**src/tbwr_pkg.sv**
```systemverilog
package tbwr_pkg;

    localparam int MAX_ENTRIES   = 4;
    localparam int TABLE_ENTRIES = 4;
    localparam int WORD_W        = 16;
    localparam int BYTE_W        = 8;
    localparam int REG_W         = 64;
    localparam int ADDR_W        = 6;
    localparam int QUEUE_DEPTH   = 2;

    // Register indexes (byte address = 8 * index)
    localparam logic [2:0] REG_SEARCH_WORDS  = 3'd0;
    localparam logic [2:0] REG_REPLACE_WORDS = 3'd1;
    localparam logic [2:0] REG_SEARCH_COUNT  = 3'd2;
    localparam logic [2:0] REG_REPLACE_COUNT = 3'd3;
    localparam logic [2:0] REG_ANY_POSITION  = 3'd4;
    localparam logic [2:0] REG_ALLOW_OVERLAP = 3'd5;

    typedef struct packed {
        logic [REG_W-1:0] search_words;
        logic [REG_W-1:0] replace_words;
        logic [2:0]       entries_used;  // saturated search count
        logic [2:0]       repl_last;     // index of last replacement word
        logic             repl_off;      // replace count of zero
        logic             any_position;
        logic             allow_overlap;
    } t_cfg;

    // One queued request from front to back: one or two results.
    typedef struct packed {
        logic [BYTE_W-1:0]      head_byte;
        logic [MAX_ENTRIES-1:0] cur_hits;
        logic [MAX_ENTRIES-1:0] prev_hits;
        logic                   head_last;
        logic                   tail_en;
        logic [BYTE_W-1:0]      tail_byte;
    } t_work;

endpackage

```
**src/tbwr_front.sv**
```systemverilog
module tbwr_front (
    input  logic                       i_clk,
    input  logic                       i_rst_n,
    input  tbwr_pkg::t_cfg             i_cfg,
    input  logic                       i_push,
    input  logic                       i_q_full,
    input  logic [tbwr_pkg::BYTE_W-1:0] i_in_byte,
    input  logic                       i_in_last,
    output logic                       o_q_push,
    output tbwr_pkg::t_work            o_work
);

    logic [tbwr_pkg::BYTE_W-1:0]      r_held_byte, n_held_byte;
    logic                             r_held_valid, n_held_valid;
    logic                             r_held_odd, n_held_odd;
    logic [tbwr_pkg::MAX_ENTRIES-1:0] r_prior, n_prior;

    logic                             accept;
    logic [tbwr_pkg::MAX_ENTRIES-1:0] used;
    logic [tbwr_pkg::MAX_ENTRIES-1:0] prev_hits;
    logic [tbwr_pkg::MAX_ENTRIES-1:0] cur_hits;
    logic [tbwr_pkg::WORD_W-1:0]      sword;
    logic                             match;

    assign accept = i_push && !i_q_full;

    // Compare the held byte and the new byte against every entry in use
    always_comb begin
        cur_hits = '0;
        used     = '0;
        sword    = '0;
        match    = 1'b0;
        for (int i = 0; i < tbwr_pkg::MAX_ENTRIES; i++) begin
            used[i] = 3'(i) < i_cfg.entries_used;
        end
        prev_hits = r_prior & used;
        for (int i = 0; i < tbwr_pkg::MAX_ENTRIES; i++) begin
            sword = i_cfg.search_words[tbwr_pkg::WORD_W*i +: tbwr_pkg::WORD_W];
            match = used[i] && (sword[7:0] == r_held_byte) && (sword[15:8] == i_in_byte);
            if (!i_cfg.any_position) begin
                cur_hits[i] = match && !r_held_odd;
            end else if (i_cfg.allow_overlap) begin
                cur_hits[i] = match;
            end else begin
                cur_hits[i] = match && !prev_hits[i];
            end
        end
    end

    always_comb begin
        o_q_push         = accept && (r_held_valid || i_in_last);
        o_work.head_byte = r_held_valid ? r_held_byte : i_in_byte;
        o_work.cur_hits  = r_held_valid ? cur_hits : '0;
        o_work.prev_hits = r_held_valid ? prev_hits : '0;
        o_work.head_last = !r_held_valid;
        o_work.tail_en   = r_held_valid && i_in_last;
        o_work.tail_byte = i_in_byte;
    end

    always_comb begin
        n_held_byte  = r_held_byte;
        n_held_valid = r_held_valid;
        n_held_odd   = r_held_odd;
        n_prior      = r_prior;
        if (accept) begin
            if (i_in_last) begin
                n_held_byte  = '0;
                n_held_valid = 1'b0;
                n_held_odd   = 1'b0;
                n_prior      = '0;
            end else if (!r_held_valid) begin
                n_held_byte  = i_in_byte;
                n_held_valid = 1'b1;
                n_held_odd   = 1'b0;
                n_prior      = '0;
            end else begin
                n_held_byte  = i_in_byte;
                n_held_odd   = !r_held_odd;
                n_prior      = cur_hits;
            end
        end
    end

    always_ff @(posedge i_clk) begin
        if (!i_rst_n) begin
            r_held_byte  <= '0;
            r_held_valid <= 1'b0;
            r_held_odd   <= 1'b0;
            r_prior      <= '0;
        end else begin
            r_held_byte  <= n_held_byte;
            r_held_valid <= n_held_valid;
            r_held_odd   <= n_held_odd;
            r_prior      <= n_prior;
        end
    end

endmodule

```
**src/tbwr_queue.sv**
```systemverilog
module tbwr_queue (
    input  logic            i_clk,
    input  logic            i_rst_n,
    input  logic            i_push,
    input  tbwr_pkg::t_work i_work,
    input  logic            i_pop,
    output logic            o_full,
    output logic            o_empty,
    output tbwr_pkg::t_work o_work
);

    localparam int PTR_W = $clog2(tbwr_pkg::QUEUE_DEPTH);
    localparam int CNT_W = $clog2(tbwr_pkg::QUEUE_DEPTH + 1);

    tbwr_pkg::t_work  r_slot [tbwr_pkg::QUEUE_DEPTH];
    logic [PTR_W-1:0] r_wr_ptr, r_rd_ptr;
    logic [CNT_W-1:0] r_count, n_count;
    logic             do_push, do_pop;

    assign o_full  = r_count == CNT_W'(tbwr_pkg::QUEUE_DEPTH);
    assign o_empty = r_count == '0;
    assign o_work  = r_slot[r_rd_ptr];
    assign do_push = i_push && !o_full;
    assign do_pop  = i_pop && !o_empty;

    always_comb begin
        n_count = r_count;
        if (do_push && !do_pop) begin
            n_count = r_count + CNT_W'(1);
        end else if (do_pop && !do_push) begin
            n_count = r_count - CNT_W'(1);
        end
    end

    always_ff @(posedge i_clk) begin
        if (do_push) begin
            r_slot[r_wr_ptr] <= i_work;
        end
    end

    // Wrap the pointers at the depth
    always_ff @(posedge i_clk) begin
        if (!i_rst_n) begin
            r_wr_ptr <= '0;
            r_rd_ptr <= '0;
            r_count  <= '0;
        end else begin
            r_count <= n_count;
            if (do_push) begin
                r_wr_ptr <= (32'(r_wr_ptr) == tbwr_pkg::QUEUE_DEPTH - 1) ? '0
                                                                        : r_wr_ptr + PTR_W'(1);
            end
            if (do_pop) begin
                r_rd_ptr <= (32'(r_rd_ptr) == tbwr_pkg::QUEUE_DEPTH - 1) ? '0
                                                                        : r_rd_ptr + PTR_W'(1);
            end
        end
    end

endmodule

```
**src/tbwr_back.sv**
```systemverilog
module tbwr_back (
    input  logic                        i_clk,
    input  logic                        i_rst_n,
    input  tbwr_pkg::t_cfg              i_cfg,
    input  logic                        i_q_empty,
    input  tbwr_pkg::t_work             i_work,
    output logic                        o_q_pop,
    input  logic                        i_pop,
    output logic                        o_empty,
    output logic [tbwr_pkg::BYTE_W-1:0] o_out_byte,
    output logic                        o_out_last
);

    logic                             r_out_valid;
    logic [tbwr_pkg::BYTE_W-1:0]      r_out_byte, n_out_byte;
    logic                             r_out_last, n_out_last;
    logic                             r_tail_phase;
    logic                             out_free, advance;
    logic [tbwr_pkg::BYTE_W-1:0]      orig;
    logic [tbwr_pkg::MAX_ENTRIES-1:0] hc, hp;
    logic [tbwr_pkg::WORD_W-1:0]      rword [tbwr_pkg::MAX_ENTRIES];
    logic [2:0]                       ridx;

    assign out_free = !r_out_valid || i_pop;
    assign advance  = out_free && !i_q_empty;
    // Drop the queue entry once its last result is loaded
    assign o_q_pop  = advance && (r_tail_phase || !i_work.tail_en);

    // Head result: hits at and before this byte; tail result: hits before it only
    always_comb begin
        orig = r_tail_phase ? i_work.tail_byte : i_work.head_byte;
        hc   = r_tail_phase ? '0 : i_work.cur_hits;
        hp   = r_tail_phase ? i_work.cur_hits : i_work.prev_hits;
        n_out_last = r_tail_phase ? 1'b1 : i_work.head_last;
        n_out_byte = orig;
        ridx = '0;
        for (int i = 0; i < tbwr_pkg::MAX_ENTRIES; i++) begin
            rword[i] = i_cfg.replace_words[tbwr_pkg::WORD_W*i +: tbwr_pkg::WORD_W];
        end
        // Higher entries override lower ones
        for (int i = 0; i < tbwr_pkg::MAX_ENTRIES; i++) begin
            ridx = (3'(i) < i_cfg.repl_last) ? 3'(i) : i_cfg.repl_last;
            if (!i_cfg.repl_off) begin
                if (hc[i]) begin
                    n_out_byte = rword[ridx[1:0]][7:0];
                end else if (hp[i]) begin
                    n_out_byte = rword[ridx[1:0]][15:8];
                end
            end
        end
    end

    always_ff @(posedge i_clk) begin
        if (advance) begin
            r_out_byte <= n_out_byte;
            r_out_last <= n_out_last;
        end
    end

    always_ff @(posedge i_clk) begin
        if (!i_rst_n) begin
            r_out_valid  <= 1'b0;
            r_tail_phase <= 1'b0;
        end else begin
            if (advance) begin
                r_out_valid  <= 1'b1;
                r_tail_phase <= !r_tail_phase && i_work.tail_en;
            end else if (i_pop) begin
                r_out_valid  <= 1'b0;
            end
        end
    end

    assign o_empty    = !r_out_valid;
    assign o_out_byte = r_out_byte;
    assign o_out_last = r_out_last;

endmodule

```
**src/two_byte_word_replacer.sv**
```systemverilog
// Channel      | Handshake                 | Payload
// -------------+---------------------------+-------------------------
// input bytes  | push / full               | i_in_byte, i_in_last
// result bytes | pop / empty               | o_out_byte, o_out_last
// registers    | psel/penable/pwrite/pready| paddr, pwdata, prdata
//
// One byte request is taken per cycle while full is low. A request that yields
// two results (the final byte of a string) holds the back end until both are
// loaded; all others yield one. Results trail the input by one byte plus two register
// stages (request queue, result register). Synchronous active-low reset empties
// both queues and clears the held byte. Either side may stall on its own: the
// two-entry request queue sits between the matcher and the result register.
module two_byte_word_replacer #(
    parameter int P_TABLE_ENTRIES = tbwr_pkg::TABLE_ENTRIES
) (
    input  logic                         i_clk,
    input  logic                         i_rst_n,
    // Input byte stream
    input  logic                         push,
    output logic                         full,
    input  logic [tbwr_pkg::BYTE_W-1:0]  i_in_byte,
    input  logic                         i_in_last,
    // Result byte stream
    output logic                         empty,
    input  logic                         pop,
    output logic [tbwr_pkg::BYTE_W-1:0]  o_out_byte,
    output logic                         o_out_last,
    // Register port
    input  logic                         psel,
    input  logic                         penable,
    input  logic                         pwrite,
    input  logic [tbwr_pkg::ADDR_W-1:0]  paddr,
    input  logic [tbwr_pkg::REG_W-1:0]   pwdata,
    output logic [tbwr_pkg::REG_W-1:0]   prdata,
    output logic                         pready
);

    localparam logic [2:0] TE = 3'(P_TABLE_ENTRIES);

    logic [tbwr_pkg::REG_W-1:0] r_search_words, r_replace_words;
    logic [2:0]                 r_search_count, r_replace_count;
    logic                       r_any_position, r_allow_overlap;
    logic [2:0]                 reg_idx;
    logic [2:0]                 rc_sat;
    logic                       wr_en;

    tbwr_pkg::t_cfg  cfg;
    tbwr_pkg::t_work fq_work, qb_work;
    logic            fq_push, q_full, q_empty, q_pop;

    // Register file: register i sits at byte address 8*i
    assign pready  = 1'b1;
    assign reg_idx = paddr[5:3];
    assign wr_en   = psel && penable && pwrite && pready;

    always_ff @(posedge i_clk) begin
        if (!i_rst_n) begin
            r_search_words  <= '0;
            r_replace_words <= '0;
            r_search_count  <= 3'd1;
            r_replace_count <= 3'd1;
            r_any_position  <= 1'b0;
            r_allow_overlap <= 1'b0;
        end else if (wr_en) begin
            unique case (reg_idx)
                tbwr_pkg::REG_SEARCH_WORDS:  r_search_words  <= pwdata;
                tbwr_pkg::REG_REPLACE_WORDS: r_replace_words <= pwdata;
                tbwr_pkg::REG_SEARCH_COUNT:  r_search_count  <= pwdata[2:0];
                tbwr_pkg::REG_REPLACE_COUNT: r_replace_count <= pwdata[2:0];
                tbwr_pkg::REG_ANY_POSITION:  r_any_position  <= pwdata[0];
                tbwr_pkg::REG_ALLOW_OVERLAP: r_allow_overlap <= pwdata[0];
                default: ;  // unmapped address, drop the write
            endcase
        end
    end

    always_comb begin
        unique case (reg_idx)
            tbwr_pkg::REG_SEARCH_WORDS:  prdata = r_search_words;
            tbwr_pkg::REG_REPLACE_WORDS: prdata = r_replace_words;
            tbwr_pkg::REG_SEARCH_COUNT:  prdata = {61'd0, r_search_count};
            tbwr_pkg::REG_REPLACE_COUNT: prdata = {61'd0, r_replace_count};
            tbwr_pkg::REG_ANY_POSITION:  prdata = {63'd0, r_any_position};
            tbwr_pkg::REG_ALLOW_OVERLAP: prdata = {63'd0, r_allow_overlap};
            default:                     prdata = '0;
        endcase
    end

    // Saturate both counts at the table size; a replace count of zero disables replacement
    assign rc_sat = (r_replace_count > TE) ? TE : r_replace_count;

    always_comb begin
        cfg.search_words  = r_search_words;
        cfg.replace_words = r_replace_words;
        cfg.entries_used  = (r_search_count > TE) ? TE : r_search_count;
        cfg.repl_last     = rc_sat - 3'd1;
        cfg.repl_off      = r_replace_count == 3'd0;
        cfg.any_position  = r_any_position;
        cfg.allow_overlap = r_allow_overlap;
    end

    assign full = q_full;

    // Front end: hold one byte, find the hits, post one request per result group
    tbwr_front u_front (
        .i_clk     (i_clk),
        .i_rst_n   (i_rst_n),
        .i_cfg     (cfg),
        .i_push    (push),
        .i_q_full  (q_full),
        .i_in_byte (i_in_byte),
        .i_in_last (i_in_last),
        .o_q_push  (fq_push),
        .o_work    (fq_work)
    );

    // Request queue between the two halves
    tbwr_queue u_queue (
        .i_clk   (i_clk),
        .i_rst_n (i_rst_n),
        .i_push  (fq_push),
        .i_work  (fq_work),
        .i_pop   (q_pop),
        .o_full  (q_full),
        .o_empty (q_empty),
        .o_work  (qb_work)
    );

    // Back end: pick each output byte and hold it until taken
    tbwr_back u_back (
        .i_clk      (i_clk),
        .i_rst_n    (i_rst_n),
        .i_cfg      (cfg),
        .i_q_empty  (q_empty),
        .i_work     (qb_work),
        .o_q_pop    (q_pop),
        .i_pop      (pop),
        .o_empty    (empty),
        .o_out_byte (o_out_byte),
        .o_out_last (o_out_last)
    );

endmodule

```
**config.mk**
```make
export PLATFORM = sky130hd
export DESIGN_NAME = two_byte_word_replacer
export DESIGN_NICKNAME = d
export VERILOG_FILES = /design/src/tbwr_pkg.sv /design/src/tbwr_front.sv /design/src/tbwr_queue.sv /design/src/tbwr_back.sv /design/src/two_byte_word_replacer.sv
export SDC_FILE = /design/constraint.sdc
export NUM_CORES = 1
export LEC_CHECK = 0
export BUFFER_PORTS_ARGS = -buffer_cell sky130_fd_sc_hd__buf_2
export CORE_UTILIZATION = 65
export CTS_BUF_LIST = sky130_fd_sc_hd__clkbuf_8
export DETAILED_ROUTE_END_ITERATION = 8
export PLACE_DENSITY = 0.85
export SYNTH_ARGS = -nofsm -noshare
export SYNTH_HDL_FRONTEND = slang
export SYNTH_HIERARCHICAL = 1
export SYNTH_SLANG_ARGS = --single-unit
```
**constraint.sdc**
```tcl
create_clock -name i_clk -period 7.5 [get_ports i_clk]
set_input_delay 0.375 -clock i_clk [delete_from_list [all_inputs] [get_ports i_clk]]
set_output_delay 0.375 -clock i_clk [all_outputs]
set_load 0.02 [all_outputs]
```
# Yosys cells after proc, flatten, opt, wreduce, memory -nomap -nowiden
# Memory sizes are Yosys's and may differ from the RTL's. A register that Yosys moved wholly into a read port is not among the register bits.
# Index checks and enable logic that the tools add are counted.
# op_classes
n_mux	60
add_sub_neg	5
bitwise	5
eq_ne	14
n_reduce_logical	55
magnitude_cmp	14
# op_table
operator	n
case mux 64 bit (6 select lines)	1
binary-select mux 16 bit (select 2 bit)	4
2-to-1 mux 16 bit	8
2-to-1 mux 8 bit	15
== test 8 bit	8
logical AND 1 bit	28
2-to-1 mux 4 bit	5
2-to-1 mux 1 bit	19
zero test 1 bit	13
>= comparator 3 bit (second input constant)	4
< comparator 1 x 3 -> 1 bit (first input constant)	4
< comparator 2 x 3 -> 1 bit (first input constant)	4
2-to-1 mux 2 bit	6
inverter 2 -> 3 bit	4
AND reduction 2 bit	6
== test 3 x 2 -> 1 bit (second input constant)	2
== test 3 bit (second input constant)	2
> comparator 3 bit (second input constant)	2
zero test 3 bit	2
2-to-1 mux 3 bit	2
bitwise AND 4 bit	1
nonzero test 2 bit	2
== test 3 x 1 -> 1 bit (second input constant)	1
logical OR 1 bit	3
6 further kinds	7
# totals
mem_bits_rw	52
ff_bits	165
n_memories	1
output_inout_bits	76
inputBits	86
# mem_list
name	words	width	rd	rd_ports_with_merged_regs	write_ports	line	source
u_queue.r_slot	2	26	1	1	1	tbwr_queue.sv:15	tbwr_pkg::t_work r_slot [tbwr_pkg::QUEUE_DEPTH];

# Longest topological paths before layout
# Gate-level depths: netlist of run 1.
# logic_depth
word_depth	21
ltp_mapped	12
ltp_nobuf	10

# By module
# Netlist of run 1, hierarchy kept.
# modules_own_cells
mod	cells_each	seq_area_each_um2	n_inst	area_per_inst_um2
two_byte_word_replacer	616	2722.6	1	5988.2
tbwr_back	370	310.3	1	2785.2
tbwr_queue	106	1661.6	1	2108.3
tbwr_front	225	280.3	1	1740.4

# Least setup slack after synthesis of run 1
# Ideal clock, no wire load.
# synth_timing
path_type	reg2reg
from	register u_queue.r_count[0]
to	memory u_queue/r_slot[0][0] (netlist name) (enable)
path_stages_with_launch	9
setup_ns	0.406
path_buffers	2
setup_slack_ns	4.662
t_required_ns	7.094
t_arrival_ns	2.432
synth_period_minus_slack_ns	2.838
cell_sequence	dfxtp_1 -> nand2b_1 -> inv_2 -> nand2b_1 -> clkbuf_1 -> clkbuf_1 -> nor2_1 -> inv_1 -> nor3_2
# synth_via
elab_chain_cells	7
# synth_rtl
element	line	source
start: declaration	tbwr_queue.sv:17	logic [CNT_W-1:0] r_count, n_count;
start signal: assignment	tbwr_queue.sv:48	r_count <= n_count;
== test 2 bit	tbwr_queue.sv:20	assign o_full = r_count == CNT_W'(tbwr_pkg::QUEUE_DEPTH);
via full	two_byte_word_replacer.sv:20	output logic full,
zero test 1 bit	tbwr_front.sv:25	assign accept = i_push && !i_q_full;
logical AND 1 bit	tbwr_front.sv:25	
logical AND 1 bit	tbwr_front.sv:51	o_q_push = accept && (r_held_valid || i_in_last);
via fq_push	two_byte_word_replacer.sv:49	logic fq_push, q_full, q_empty, q_pop;
logical AND 1 bit	tbwr_queue.sv:23	assign do_push = i_push && !o_full;
2-to-1 mux 1 bit	tbwr_queue.sv:36	if (do_push) begin
2-to-1 mux 1 bit (not written as such)	tbwr_queue.sv:37	r_slot[r_wr_ptr] <= i_work;
end: declaration	tbwr_queue.sv:15	
# The timed path passes the listed nets, and every way through them passes these cells.

==> out/results.env, run 1 <==
OUTCOME='completed'
DIE_H_UM=141
GROUTE.USAGE.OVERALL_PCT=40.9
MAPPED_CELL_AREA_MM2=0.0126
WORST-ENDPOINT-REQUIRED_PS=7720
CTS_NUM_SINKS=218
GRT-OVFL-TOTAL=0
TIMING.FMAX_GHz=0.250
CP-START-KIND='flip-flop'
CORE.ROWCOUNT=50
FINAL.PERIOD_UTILIZATION_PCT=53.3
SYNTHTOLAYOUTAREAGROWTH_PCT=9.92
DIE-WIDTH_UM=141
ADDER_CELL_AREA_SHARE_OF_THE_YOSYS_NETLIST_PCT=0.198
TIMING.CRITICAL_PATH.MODE_CELL='buf_4'
RR_WORST_DEPTH=9
NUM-NETS-FINAL=1493
INITIALDRTVIOLATIONCOUNT=1405
SYNTHMUXAREASHARE_PCT=19.2
WORST-SLEW-PIN-TRANSITION_PS=1070
ROOT_CELL_OF_THE_CLOCK_TREE='clkbuf_8'
CTS-BUFFERS-INSERTED=36
MAX-CLOCK-PATH-BUFFERS=3
DESIGN_AREA_MM2=0.0139
PLACE.GP.CONGESTION=0.983
SYNTH_XOR_AREA_SHARE_PCT=4.69
P_INT_mW=2.24
REG2REG_SLACK_PS=3500
SYNTHESIS.NETS=1405
PERIOD_NEEDED_PS=4000
POSTCTSSETUPBUFFERS=0
SLOWEST_CELL_DELAY_ON_CRITICAL_PATH_PS=720
PATH_CELLS='nand2b_2 -> buf_4 -> ha_1 -> xor2_2 -> buf_4 -> or2_1 -> nor3_1 -> a2111oi_0 -> o21ai_1'
POWERDENSITY_mW_PER_MM2=242
AREA_OF_THE_DIE_MM2=0.0200
CRITPATHKIND='flip-flop to flip-flop'
IO-PIN-COUNT=162
HP-CLASS='input port to flip-flop'
SYNTH_CELL_TYPE_COUNT=82
GRT_FIRST_PASS_WIRELENGTH_UM=60800
DETAIL_ROUTE.DRC_VIOLATIONS=0
CRITICAL_PATH_ARRIVAL_PS=4220
WIRELENGTH_UM=40600
START_UTIL_PCT=66.8
POWER.IR.VDD_WORST_mV=0.223
GRT_PASS1_VIAS=10400
INSERTION_DELAY_TO_THE_LATER_SINK_OF_THE_WORST_SKEW_PAIR_PS=550
WORST_HOLD_PATH.NUM_CELLS=3
ANTENNA_VIOLATIONS_BEFORE_REPAIR=1
POSTLAYOUTCOREUTIL_PCT=73.4
CPLARGESTDELAYFAMILY='simple AND/OR/NAND/NOR gates'
SEQ_AREA_FRAC_SYNTH_PCT=39.4
POST_SYNTHESIS_COMPOUND_GATE_AREA_FRACTION_PCT=14.6
GRT_MAX_DEGREE=118
UNREPAIRED_SETUP_ENDPOINTS_AFTER_GLOBAL_ROUTING='no'
MAX_SLEW_VIOLATION_COUNT=0
ANT_NETS=0
NUM_ANTENNA_CELLS=0
YS_FF_LATCH=218
WORST_PATH_MAX_DELAY_CELL='a2111oi_0'
DETAILED_PLACE.AREA_MM2=0.0131
CTS_TREE='built'
COMBPWRFRAC_PCT=27.5
SYNTHESIS.YOSYS.WARNINGS=6
WHS_PS=92.7
SYNTH_ENABLE_FLOP_CELLS=61
CRITICAL_PATH.N_BUFFERS_INVERTERS=2
WORST_SETUP_HOLD_PATH_CLK_SLEW_PS=70
STDCELL_COUNT=1692
PLACE_WS_PS=3670
HOLD_VIOLATION_COUNT_IN_THE_FINAL_REPORT=0
ROUTE.VIAS.TOTAL=11000
CRITPATHCAPTURETYPE='flip-flop'
MAXSLEWHEADROOM_PCT=28.7
H-TREE-DEPTH=2
WORSTSETUPPATHDEPTH=9
ASYNCSETRESETFLOPFRACSYNTH_PCT=0
BASIC_GATE_SHARE_OF_THE_SYNTHESIZED_AREA_COUNTING_AND_OR_NAND_AND_NOR_CELLS_PCT=15.4
AVGVIACOUNTPERCELL=6.51
WORST_SETUP_MARGIN_PS=3500
POST_CTS_HOLD_BUFFER_COUNT=0
WIRE_PER_INST_UM=24.0
P_SEQ_SHARE_PCT=40.9
FINAL-SETUP-VIOL-COUNT=0
SYNTH_TOP_FAMILY_BY_AREA='multiplexers'
PLACE_HPWL_UM=28200
CLOCKPOWERSHARE_PCT=31.6
FINAL_LAYOUT_SIZE_SUFFIX_GT1_SHARE_PCT=21.9
SWITCHING_SHARE_PCT=33.3
NET_SWITCHING_POWER_OF_THE_DESIGN_mW=1.12
PORT_BUFFERS=157
TIMING.CRITICAL_PATH.FANOUT_MAX=38
TIMING.MAX_CAP.VIOLATIONS=0
SYNTH-MAIN-FF-CELL='dfxtp_1'
TOTALNEGATIVESETUPSLACK_PS=0
CTS-RESIZED-GATES=0
FINCLKSKEW_PS=35.6
PLACEDCELLCOUNT=1627
DETAILEDROUTE.FIRSTPASSITERATIONCOUNT=5
POWER.STATIC_LEAKAGE_nW=5.80
POSTSYNTHAREAPERCELL_UM2=9.58
SYNTHESIS.INSTANCES=1317
REPORT.POWER.TOTAL_mW=3.36
CORE_MM2=0.0189
## cell type report
type,count,area [um^2]
clock inverters,24,164
flip-flops and latches,218,4980
repair buffers,172,905
clock buffers,41,564
inverters,20,75.1
well taps,260,325
multi-input cells,957,6870
fillers,1393,5020
## cells in the mapped netlist, types with 4 or more instances
library cell  number  area (um^2)
nand2_1          255          957
mux2i_1          166         1660
dfxtp_1          157         3140
a22o_1            63          552
mux2_2            62          698
edfxtp_1          61         1830
clkbuf_1          57          214
a21oi_1           41          205
xor2_1            33          289
buf_2             30          150
nor2b_1           30          188
xnor2_1           29          254
nor2_1            22         82.6
o21ai_0           22          110
buf_4             20          150
inv_1             19         71.3
nand3_1           18         90.1
nand2b_1          13         81.3
o211ai_1          13         97.6
nor3_1            11         55.1
nor3b_1            9         67.6
nor4_1             9         56.3
buf_6              8         90.1
nand4_1            8         50.1
a21boi_0           7         52.6
and2_1             7         43.8
buf_12             7          140
o221ai_1           7         61.3
o22ai_1            7         43.8
a211oi_1           6         45.0
a221o_1            6         60.1
a221oi_1           6         52.6
a22oi_1            6         45.0
a31oi_1            6         37.5
and3_1             6         37.5
a2111oi_0          5         43.8
o21a_1             5         37.5
a21o_1             4         30.0
o21ai_1            4         20.0
o21bai_1           4         30.0
## kinds of logic (layout without fill, tap and decap cells)
group | after synthesis | count (layout)
other cells | 1 | 1
flops | 218 | 218
mux | 231 | 231
compound gates | 245 | 245
simple gates | 413 | 413
buf+inv | 142 | 257
fa+ha+maj | 2 | 2
xor+xnor | 65 | 65
## routing by layer
metal  vias to the layer above  wire (um)  GRT usage, %
met3                       144       4170          8.98
met5                         -         13             0
li1                       4905          -             -
met4                         2       2210          22.7
met1                      5260      16000          53.6
met2                       702      18200          62.9
## layout by cell type, fill, tap and decap left out, types with 15 or more instances in the layout
master      n
nor2b_1    30
nand3_1    18
inv_1      34
nand2_1   255
nor2_1     20
mux2i_1   166
buf_2     156
a22o_1     63
mux2_2     62
buf_4      15
clkbuf_8   41
a21oi_1    41
xnor2_1    29
dfxtp_1   156
o21ai_0    22
edfxtp_1   61
xor2_1     32
## worst reg2reg max path, delay by kind of cell (launching register included)
family | cells | cell delay [ps]
AO/OA/AOI/OAI | 2 | 960
adder cells (fa/ha/maj) | 1 | 290
flip-flops | 1 | 470
XOR/XNOR | 1 | 150
AND/OR/NAND/NOR | 3 | 1020
buffers and inverters | 2 | 790
## flip-flops by register name, indices dropped and copies added (netlist names), 2 cells and up, named ones only
register and count:
r_search_count 3, u_queue/r_slot 52, r_search_words 64, u_back/o_out_byte 8, u_queue/r_count 2, r_replace_count 3
u_front/r_held_byte 8, u_front/r_prior 4, r_replace_words 64
## final timing paths
path                                      endpoint                       startpoint
hold reg to reg    r_search_words[63]$_SDFFE_PN0P_  r_search_words[63]$_SDFFE_PN0P_
setup / recovery    u_back/o_out_byte[3]$_DFFE_PP_  r_replace_count[2]$_SDFFE_PN0P_
setup reg to reg    u_back/o_out_byte[3]$_DFFE_PP_  r_replace_count[2]$_SDFFE_PN0P_
hold / removal    r_replace_words[59]$_SDFFE_PN0P_                       pwdata[59]
## power groups by stage
| stage | clock [mW] | sequential (mW) | combinational (mW) |
|---|---|---|---|
| floorplan | 0 | 1.40 | 0.652 |
| global placement | 0 | 1.39 | 0.883 |
| detailed placement | 0 | 1.40 | 0.896 |
| CTS | 1.06 | 1.37 | 0.903 |
| global route | 1.12 | 1.38 | 0.992 |
| finish | 1.06 | 1.38 | 0.926 |
Power figures use the tool's default switching activity.
==> inputs of run 2 (changes only) <==
--- a/config.mk
+++ b/config.mk
@@ -5,11 +5,12 @@
 export SDC_FILE = /design/constraint.sdc
 export NUM_CORES = 1
 export LEC_CHECK = 0
+export ABC_AREA = 1
 export BUFFER_PORTS_ARGS = -buffer_cell sky130_fd_sc_hd__buf_2
-export CORE_UTILIZATION = 65
+export CORE_UTILIZATION = 55
 export CTS_BUF_LIST = sky130_fd_sc_hd__clkbuf_8
 export DETAILED_ROUTE_END_ITERATION = 8
-export PLACE_DENSITY = 0.85
+export PLACE_DENSITY = 0.76
 export SYNTH_ARGS = -nofsm -noshare
 export SYNTH_HDL_FRONTEND = slang
 export SYNTH_HIERARCHICAL = 1
==> constraint.sdc (replaced) <==
create_clock -name i_clk -period 3.6 [get_ports i_clk]
set_input_delay 0.18 -clock i_clk [delete_from_list [all_inputs] [get_ports i_clk]]
set_output_delay 0.18 -clock i_clk [all_outputs]
set_load 0.02 [all_outputs]
==> out/results.env, run 2 <==
OUTCOME='completed'
GROUTE.USAGE.OVERALL_PCT=39.3  # -1.6 points
WORST-SLEW-PIN-TRANSITION_PS=828  # -239 ps
NUM_ANTENNA_CELLS=0  # unchanged
IO-PIN-COUNT=162  # unchanged
PLACEDCELLCOUNT=2485  # +53%
START_UTIL_PCT=56.0  # -11 points
WORST_PATH_MAX_DELAY_CELL='dfxtp_1'
GRT_MAX_DEGREE=78  # -34%
PERIOD_NEEDED_PS=2920  # -1080 ps
R2R_STARTPOINT='r_replace_count[2]$_SDFFE_PN0P_'
CRITPATHKIND='flip-flop to flip-flop'
SYNTH_ENABLE_FLOP_CELLS=61  # unchanged
CRITPATHCAPTURETYPE='flip-flop'
WIRE_PER_INST_UM=19.3  # -19%
SYNTH_CELL_TYPE_COUNT=52  # -37%
FINAL_LAYOUT_SIZE_SUFFIX_GT1_SHARE_PCT=15.2  # -6.8 points
CTS-RESIZED-GATES=0  # unchanged
MAXSLEWHEADROOM_PCT=44.7  # +16 points
DIE_H_UM=159  # +13%
DETAILEDROUTE.FIRSTPASSITERATIONCOUNT=6  # +1
SYNTHESIS.NETS=2181  # +55%
P_SEQ_SHARE_PCT=38.0  # -2.9 points
SWITCHING_SHARE_PCT=36.4  # +3.1 points
STDCELL_COUNT=2612  # +54%
CP-START-KIND='flip-flop'
INITIALDRTVIOLATIONCOUNT=1519  # +8.1%
POWER.STATIC_LEAKAGE_nW=7.37  # +27%
SEQ_AREA_FRAC_SYNTH_PCT=36.6  # -2.8 points
WORST_HOLD_PATH.NUM_CELLS=5  # +2
ROOT_CELL_OF_THE_CLOCK_TREE='clkbuf_8'
HOLD_CRIT_START='pwdata[61]'
P_INT_mW=4.87  # +120%
REG2REG_SLACK_PS=680  # -2820 ps
NUM-NETS-FINAL=2347  # +57%
CTS_TREE='built'
CPLARGESTDELAYFAMILY='simple AND/OR/NAND/NOR gates'
SYNTH_MOST_COMMON_CELL='nand2_1'
GRT_PASS1_VIAS=13100  # +26%
POSTSYNTHAREAPERCELL_UM2=6.49  # -32%
SYNTHESIS.YOSYS.WARNINGS=6  # unchanged
ROUTE.VIAS.TOTAL=14300  # +30%
REG_TOP3='r_replace_words: 64 flops, r_search_words: 64 flops, u_queue/r_slot: 52 flops'
TOTALNEGATIVESETUPSLACK_PS=0  # unchanged
DIE-WIDTH_UM=159  # +13%
POST_SYNTH_MAIN_AREA_CONTRIBUTORS='dfxtp_1, nand2_1, edfxtp_1'
MAX_SLEW_VIOLATION_COUNT=0  # unchanged
FINAL-SETUP-VIOL-COUNT=0  # unchanged
GRT-OVFL-TOTAL=0  # unchanged
MAPPED_CELL_AREA_MM2=0.0136  # +7.7%
FINAL_COMMON_CELL='nand2_1'
POWER.IR.VDD_WORST_mV=0.382  # +71%
SLOWEST_CELL_DELAY_ON_CRITICAL_PATH_PS=350  # -370 ps
SYNTHESIS.INSTANCES=2093  # +59%
TIMING.MAX_CAP.VIOLATIONS=0  # unchanged
WHS_PS=8.09  # -84.7 ps
YS_FF_LATCH=218  # unchanged
CTS-BUFFERS-INSERTED=38  # +5.6%
H-TREE-DEPTH=2  # unchanged
CRITICAL_PATH_ARRIVAL_PS=3330  # -890 ps
INSERTION_DELAY_TO_THE_LATER_SINK_OF_THE_WORST_SKEW_PAIR_PS=550  # about the same
AREA_OF_THE_DIE_MM2=0.0253  # +27%
HP-CLASS='input port to flip-flop'
TIMING.CRITICAL_PATH.FANOUT_MAX=19  # -50%
WORST-ENDPOINT-REQUIRED_PS=4010  # -3710 ps
COMBPWRFRAC_PCT=31.0  # +3.5 points
ANT_NETS=0  # unchanged
NUM-FILL-CELLS=2335  # +68%
CORE_MM2=0.0242  # +28%
POWERDENSITY_mW_PER_MM2=493  # +100%
PATH_CELLS='inv_1 -> nand2_1 -> ha_1 -> xor2_1 -> nor2_4 -> nand2_4 -> inv_2 -> nand2_1 -> a31oi_1 -> nand2_1 -> nand2_1 -> nand2_1 -> nand2_1 -> nand2_1 -> nand2_1 -> nand2_1 -> nand2_1'
POSTCTSSETUPBUFFERS=0  # unchanged
RR_WORST_DEPTH=17  # +8
FINCLKSKEW_PS=27.7  # -7.84 ps
NETLIST.TOP_CELL.BY_AREA='dfxtp_1'
DESTINATION_OF_THE_WORST_REGISTER_TO_REGISTER_TIMING_PATH='u_back/o_out_byte[5]$_DFFE_PP_'
NET_SWITCHING_POWER_OF_THE_DESIGN_mW=2.78  # +150%
ASYNCSETRESETFLOPFRACSYNTH_PCT=0  # unchanged
WIRELENGTH_UM=50500  # +24%
SYNTH_COMMON_CELLS='nand2_1, nor2_1, inv_1, nand3_1, dfxtp_1'
DESIGN_AREA_MM2=0.0155  # +12%
TIMING.CRITICAL_PATH.MODE_CELL='nand2_1'
CLOCKPOWERSHARE_PCT=31.0  # -0.6 points
SYNTH.TOP_CELL.AREA_SHARE_PCT=23.1  # -1.8 points
HOLD_VIOLATION_COUNT_IN_THE_FINAL_REPORT=0  # unchanged
CORE.ROWCOUNT=57  # +14%
COMMONEST_CELLS_AFTER_ROUTING_FILL_AND_TAPS_ASIDE='nand2_1, nor2_1, inv_1'
POSTLAYOUTCOREUTIL_PCT=64.0  # -9.5 points
UNREPAIRED_SETUP_ENDPOINTS_AFTER_GLOBAL_ROUTING='no'
GRT_FIRST_PASS_WIRELENGTH_UM=75900  # +25%
SYNTHTOLAYOUTAREAGROWTH_PCT=14.2
CTS_NUM_SINKS=218  # unchanged
PORT_BUFFERS=157  # unchanged
PLACE_HPWL_UM=36200  # +28%
TIMING.FMAX_GHz=0.343  # +37%
DETAILED_PLACE.AREA_MM2=0.0141  # +7.6%
DETAIL_ROUTE.DRC_VIOLATIONS=0  # unchanged
CRITICAL_PATH.N_BUFFERS_INVERTERS=2  # unchanged
AVGVIACOUNTPERCELL=5.46  # -16%
SYNTH-MAIN-FF-CELL='dfxtp_1'
ANTENNA_VIOLATIONS_BEFORE_REPAIR=1  # unchanged
WORST_SETUP_HOLD_PATH_CLK_SLEW_PS=70  # about the same
MAX-CLOCK-PATH-BUFFERS=3  # unchanged
TIMING.HOLD.WORST_ENDPOINT='r_replace_words[61]$_SDFFE_PN0P_'
PLACE.GP.CONGESTION=1.01  # +2.8%
FINAL.PERIOD_UTILIZATION_PCT=81.1  # +28 points
## run 2: power by group through the flow
stage | registers (mW) | logic (mW) | clock network [mW]
after floorplan | 2.95 | 1.67 | 0
after global placement | 2.94 | 2.22 | 0
after detailed placement | 2.95 | 2.24 | 0
after CTS | 2.90 | 2.31 | 2.38
after global routing | 2.92 | 2.59 | 2.49
final | 2.91 | 2.38 | 2.37
## run 2: through the flow
| stage | power (mW) | setup slack (ps) |
|---|---|---|
| 5_1_grt | 8.00 | 418 |
| 2_1_floorplan | 4.62 | 903 |
| 3_3_place_gp | 5.16 | 815 |
| 3_5_place_dp | 5.19 | 780 |
| 6_report | 7.65 | 681 |
| 4_1_cts | 7.58 | 765 |
## run 2: worst max path at each step
stage / from / cells past startpoint / slack [ps] / end
final: r_replace_count[2]$_SDFFE_PN0P_ / 17 / 680 / u_back/o_out_byte[5]$_DFFE_PP_
after global routing: r_replace_count[2]$_SDFFE_PN0P_ / 17 / 420 / u_back/o_out_byte[2]$_DFFE_PP_
after CTS: r_replace_count[2]$_SDFFE_PN0P_ / 17 / 770 / u_back/o_out_byte[2]$_DFFE_PP_
after detailed placement: r_replace_count[2]$_SDFFE_PN0P_ / 17 / 780 / u_back/o_out_byte[2]$_DFFE_PP_
after global placement: r_replace_count[2]$_SDFFE_PN0P_ / 17 / 810 / u_back/o_out_byte[2]$_DFFE_PP_
after floorplan: u_queue/r_count[0]$_SDFFE_PN0P_ / 7 / 900 / u_queue/r_slot[1][0]$_DFFE_PP_
## run 2: cells by family after synthesis
kind of cell,count (synthesis),synth area share (%)
simple gates,1311,39.9
other cells,1,0.0276
fa+ha+maj,2,0.184
xor+xnor,9,0.580
mux,26,2.71
flops,218,36.6
compound gates,183,7.28
buf+inv,343,12.7
## run 2: metal layers
layer  global-route usage, %  up-vias  routed length, um
li1                        -     6837                  -
met2                    63.5      756              22800
met5                       0        -                  0
met1                    51.6     6547              20600
met4                    17.9        0               2410
met3                    6.77      125               4610
## run 2: area by class of cell
| type | instances | area [um^2] | area share, % |
|---|---|---|---|
| tap | 324 | 405 | 2.61 |
| timing repair buffer | 238 | 1570 | 10.1 |
| sequential | 218 | 4970 | 32.1 |
| multi-input combinational | 1532 | 6900 | 44.5 |
| clock buffer | 46 | 633 | 4.08 |
| inverter | 231 | 878 | 5.66 |
| clock inverter | 23 | 153 | 0.984 |
## run 2: timing repair
item,4_1_cts,5_1_grt
endpoints found under the hold margin,99,0
endpoints found under the setup margin,0,0
hold buffers,58,0
## run 2: worst register-to-register path, cell delays in order (launching register included)
cell     delay, ps
dfxtp_1        350
inv_1           80
nand2_1        270
ha_1           330
xor2_1         170
nor2_4         280
nand2_4        210
inv_2          280
nand2_1         90
a31oi_1        140
nand2_1         70
nand2_1        100
nand2_1         70
nand2_1         60
nand2_1         40
nand2_1         60
nand2_1         80
nand2_1        110
